**config.mk**
```make
export PLATFORM = sky130hd
export DESIGN_NAME = tdpt_ctrl
export DESIGN_NICKNAME = d
export VERILOG_FILES = /design/src/rtl/core/tdpt_pkg.sv /design/src/rtl/core/tdpt_ctrl.sv
export SDC_FILE = /design/constraint.sdc
export NUM_CORES = 1
export LEC_CHECK = 0
export ABC_AREA = 1
export BUFFER_PORTS_ARGS = -buffer_cell sky130_fd_sc_hd__buf_4
export CORE_ASPECT_RATIO = 0.6
export CORE_MARGIN = 5
export CORE_UTILIZATION = 55
export DETAILED_ROUTE_END_ITERATION = 6
export PLACE_DENSITY_LB_ADDON = 0.15
export SYNTH_ARGS = -nofsm -noshare
export SYNTH_HDL_FRONTEND = slang
export SYNTH_SLANG_ARGS = --single-unit
```
**constraint.sdc**
```tcl
create_clock -name clk -period 10.9 [get_ports clk]
set_input_delay 1.09 -clock clk [delete_from_list [all_inputs] [get_ports clk]]
set_output_delay 1.09 -clock clk [all_outputs]
set_load 0.1 [all_outputs]
```
**src/rtl/core/tdpt_pkg.sv**
```systemverilog
`default_nettype none

package tdpt_pkg;

    localparam int unsigned VALUE_W = 31;
    localparam int unsigned DIV_W   = 16;
    localparam int unsigned SQ_W    = 32;
    localparam int unsigned STEP_W  = $clog2(VALUE_W);

    localparam logic [DIV_W-1:0] FIRST_DIVISOR = DIV_W'(2);
    localparam logic [SQ_W-1:0]  FIRST_SQUARE  = SQ_W'(4);

    typedef enum logic [1:0] {
        ST_IDLE,
        ST_CHECK,
        ST_DIVIDE,
        ST_DONE
    } tdpt_state_t;

    typedef struct packed {
        logic               start;
        logic [VALUE_W-1:0] dividend;
        logic [DIV_W-1:0]   divisor;
    } tdpt_rem_req_t;

    typedef struct packed {
        logic done;
        logic zero;
    } tdpt_rem_rsp_t;

    typedef struct packed {
        logic busy;
        logic done;
        logic flag;
    } tdpt_status_t;

endpackage

`default_nettype wire

```
**src/rtl/core/tdpt_ctrl.sv**
```systemverilog
`default_nettype none

module tdpt_ctrl
    import tdpt_pkg::*;
(
    input  wire logic          clk,
    input  wire logic          rst_n,
    input  wire logic          number_valid,
    input  wire logic [31:0]   number,
    input  wire logic          res_ready,
    input  wire tdpt_rem_rsp_t rem_rsp,
    output tdpt_rem_req_t      rem_req,
    output tdpt_status_t       status
);

    tdpt_state_t        state_reg;
    tdpt_state_t        state_next;
    logic [VALUE_W-1:0] value_reg;
    logic [VALUE_W-1:0] value_next;
    logic [DIV_W-1:0]   d_reg;
    logic [DIV_W-1:0]   d_next;
    logic [SQ_W-1:0]    sq_reg;
    logic [SQ_W-1:0]    sq_next;
    logic               flag_reg;
    logic               flag_next;
    logic               trivial;
    logic               start;

    // Negative values, zero and one are never prime.
    assign trivial = number[31] || (number[30:1] == '0);

    always_comb
    begin
        state_next = state_reg;
        value_next = value_reg;
        d_next     = d_reg;
        sq_next    = sq_reg;
        flag_next  = flag_reg;
        start      = 1'b0;
        unique case (state_reg)
            ST_IDLE:
            begin
                if (number_valid)
                begin
                    value_next = number[VALUE_W-1:0];
                    d_next     = FIRST_DIVISOR;
                    sq_next    = FIRST_SQUARE;
                    flag_next  = 1'b0;
                    state_next = trivial ? ST_DONE : ST_CHECK;
                end
            end
            ST_CHECK:
            begin
                if (sq_reg > {1'b0, value_reg})
                begin
                    flag_next  = 1'b1;
                    state_next = ST_DONE;
                end
                else
                begin
                    start      = 1'b1;
                    state_next = ST_DIVIDE;
                end
            end
            ST_DIVIDE:
            begin
                if (rem_rsp.done)
                begin
                    if (rem_rsp.zero)
                    begin
                        flag_next  = 1'b0;
                        state_next = ST_DONE;
                    end
                    else
                    begin
                        // The next square follows from (d + 1)^2 = d^2 + 2d + 1.
                        sq_next    = sq_reg + SQ_W'({d_reg, 1'b1});
                        d_next     = d_reg + DIV_W'(1);
                        state_next = ST_CHECK;
                    end
                end
            end
            ST_DONE:
            begin
                if (res_ready)
                begin
                    state_next = ST_IDLE;
                end
            end
            default:
            begin
                state_next = ST_IDLE;
            end
        endcase
    end

    always_ff @(posedge clk or negedge rst_n)
    begin
        if (!rst_n)
        begin
            state_reg <= ST_IDLE;
        end
        else
        begin
            state_reg <= state_next;
        end
    end

    always_ff @(posedge clk)
    begin
        value_reg <= value_next;
        d_reg     <= d_next;
        sq_reg    <= sq_next;
        flag_reg  <= flag_next;
    end

    assign rem_req.start    = start;
    assign rem_req.dividend = value_reg;
    assign rem_req.divisor  = d_reg;

    assign status.busy = (state_reg != ST_IDLE);
    assign status.done = (state_reg == ST_DONE);
    assign status.flag = flag_reg;

    a_rem_done_in_divide: assert property (@(posedge clk) disable iff (!rst_n)
        rem_rsp.done |-> (state_reg == ST_DIVIDE))
        else $error("Remainder returned outside the divide state.");

    a_divisor_at_least_two: assert property (@(posedge clk) disable iff (!rst_n)
        (state_reg == ST_CHECK || state_reg == ST_DIVIDE) |-> (d_reg >= FIRST_DIVISOR))
        else $error("Trial divisor below two.");

    a_trivial_goes_done: assert property (@(posedge clk) disable iff (!rst_n)
        (state_reg == ST_IDLE && number_valid && trivial) |=> (state_reg == ST_DONE && !flag_reg))
        else $error("Value of one or less not answered at once.");

endmodule

`default_nettype wire

```
==> results.cfg <==
[cts]
postCtsSetupBuffers = 0
cts.hold.buffers_added = 0
cts_made_buffers = 9
cts-resized-gates = 0
clkLatencyLatePin_ns = 0.34
cts_tree = done
cts_buffer_depth = 2
clock_sinks = 82
cts_root_buf = clkbuf_16
path_clk_slew_ns = 0.07
htree_levels = 3

[setup_path]
crit_path_end = rem_req[47]
cp-start-kind = register
worst_path_max_delay_cell = edfxtp_1
r2r-start = d_reg[0]$_SDFFCE_PN0P_
slowest_delay_ns = 0.43
cp.arrival_ns = 2.44
r2r_setup_slack_ns = 8.54
rr_worst_depth = 10
reg2reg_to = sq_reg[30]$_SDFFCE_PN0P_
crit_type = reg -> out
path_max_fanout = 4
required_ns = 9.81
crit_chain = ha_1 > inv_1 > nor2_1 > nand2_1 > nor2_1 > nand2_1 > nor2_1 > nand2_1 > a21boi_0 > buf_4
crit_start = sq_reg[30]$_SDFFCE_PN0P_
worst_setup_path_end_kind = output port

[placed_design]
place_area_um2 = 6380
port_buffers = 88
place_hpwl_um = 12100
gp_congestion = 0.930

[synthesis]
syn_area_um2 = 5570
synth-seq-cells = 82
syn_nets = 749
synthArstFlopShare = 0.0244
ys_seq_area_frac = 0.440
avgSynthCellArea_um2 = 8.42
synth_edf_count = 80
syn-instance-count = 662
ys_warn_count = 0
synthDistinctLibCells = 38
ys.flop_type = edfxtp_1

[floorplanning]
core_um2 = 9880
die_x_um = 140
io_pins = 89
fp-row-count = 28
die_h_um = 88.0
dieArea_um2 = 12300
start_util = 0.564

[layout]
largest_reg_flops = 32
num_antenna_cells = 0
nNetsFinal = 844
area_growth_pct = 19.9
final_area_um2 = 6680
drive_above_1_share = 0.207

[sta]
worst_pin_slew_ns = 0.689
final.setup.tns_ns = 0
timing.fmax_ghz = 0.284
fin_skew_ns = 0.00523
slew_headroom = 0.541
timing.final.crit_share = 0.323
rsz0062_at_grt = false
setup_viol = 0
final_hold_viol_count = 0
fin_crit_ns = 3.53
finalMaxSlewViolations = 0

[status]
status = finished, final reports clean

[power_and_ir_drop]
irDropWorstVdd_v = 0.000242
power.leakage_nw = 3.04
powerDensity_nw_per_um2 = 311

[global_route]
grt_pass1_wl_um = 24900
grt_usage = 0.258
grt_max_degree = 49
grt_pass1_vias = 4870
antenna_found_initial = 0
grt.overflow.total = 0

[route]
route.final.wire_length_um = 15400
drt_iter0_drc = 449
ant_nets = 0
dr.pass1.iters = 5
wl_per_cell_um = 17.2
via_per_inst = 5.63
drc = 0
via_count = 5051

[job]
maxCapViolCount = 0

[hold_path]
min_path_type = in -> async
## logic make-up after synthesis
family          Yosys count  share of synthesized area
buf+inv                 103                     0.0736
flops                    82                      0.440
fa+ha+maj                49                      0.111
simple gates            312                      0.261
compound gates          116                      0.114
## cell usage in the layout, fill, tap and decap left out, types with 14 or more instances in the layout
master / Yosys / layout
nand2_1: 137 / 137
a21oi_1: 62 / 62
inv_1: 89 / 89
nand2_2: 14 / 14
edfxtp_1: 80 / 80
nand3_1: 19 / 19
nand4_1: 15 / 15
o21ai_0: 29 / 29
buf_4: 2 / 91
nor2_1: 80 / 78
ha_1: 48 / 48
## Yosys cell counts, types with 3 or more instances
| cell type | count | area, um2 |
|---|---|---|
| a21o_1 | 3 | 22.5 |
| a21oi_1 | 62 | 310 |
| edfxtp_1 | 80 | 2400 |
| ha_1 | 48 | 601 |
| inv_1 | 89 | 334 |
| inv_2 | 5 | 18.8 |
| nand2_1 | 137 | 514 |
| nand2_2 | 14 | 87.6 |
| nand3_1 | 19 | 95.1 |
| nand3_2 | 8 | 80.1 |
| nand4_1 | 15 | 93.8 |
| nor2_1 | 80 | 300 |
| nor2_2 | 7 | 43.8 |
| nor3_1 | 8 | 40.0 |
| nor3_2 | 4 | 40.0 |
| nor3b_1 | 3 | 22.5 |
| nor4_1 | 9 | 56.3 |
| o21a_1 | 6 | 45.0 |
| o21ai_0 | 29 | 145 |
| o21ai_1 | 8 | 40.0 |
| o21ai_2 | 3 | 26.3 |
## where the power goes
part	internal (mW)	leakage [nW]	switching, mW	total [mW]
logic	0.301	2.12	0.864	1.16
registers	0.488	0.774	0.112	0.599
clock network	0.179	0.140	0.134	0.313
## layer usage
metal  part of all wire  vias to the layer above  GRT usage
li1                   -                     2450          -
met1               0.49                     2347      0.386
met2               0.39                      237      0.365
met3               0.11                       17     0.0873
met4             0.0095                        0     0.0510
met5                  0                        -          0
## final cells by class
type	count	area, um2
Clock buffer	9	225
Clock inverter	7	75.1
Fill cell	844	3200
Inverter	96	360
Multi-Input combinational cell	477	2720
Sequential cell	82	2450
Tap cell	135	169
Timing Repair Buffer	91	683
## stage by stage
step	power, mW	utilization	hold WS [ns]	std cells	setup WS (ns)
2_1_floorplan	1.46	-	0.555	662	6.71
3_3_place_gp	1.72	0.646	0.578	881	7.79
3_5_place_dp	1.74	0.646	0.581	881	7.75
4_1_cts	2.06	0.676	0.516	897	7.38
5_1_grt	2.21	0.676	0.511	897	7.15
6_report	2.08	0.676	0.520	897	7.37
## worst min path at each step
| stage | from | endpoint | slack [ns] |
|---|---|---|---|
| floorplan | sq_reg[0]$_SDFFCE_PN0P_ | sq_reg[0]$_SDFFCE_PN0P_ | 0.56 |
| global placement | sq_reg[0]$_SDFFCE_PN0P_ | sq_reg[0]$_SDFFCE_PN0P_ | 0.58 |
| detailed placement | sq_reg[0]$_SDFFCE_PN0P_ | sq_reg[0]$_SDFFCE_PN0P_ | 0.58 |
| CTS | rst_n | state_reg[1]$_DFFE_PN0P_ | 0.52 |
| global route | rst_n | state_reg[1]$_DFFE_PN0P_ | 0.51 |
| finish | rst_n | state_reg[1]$_DFFE_PN0P_ | 0.52 |
## worst max-delay path, delay by kind of cell (launching register included)
| kind | cells | cell delay (ns) |
|---|---|---|
| adders and majority gates | 1 | 0.30 |
| AOI/OAI and AO/OA | 1 | 0.29 |
| DFF | 1 | 0.43 |
| and+or+nand+nor | 6 | 0.68 |
| buffers and inverters | 2 | 0.38 |
(Power assumes the default switching activity.)
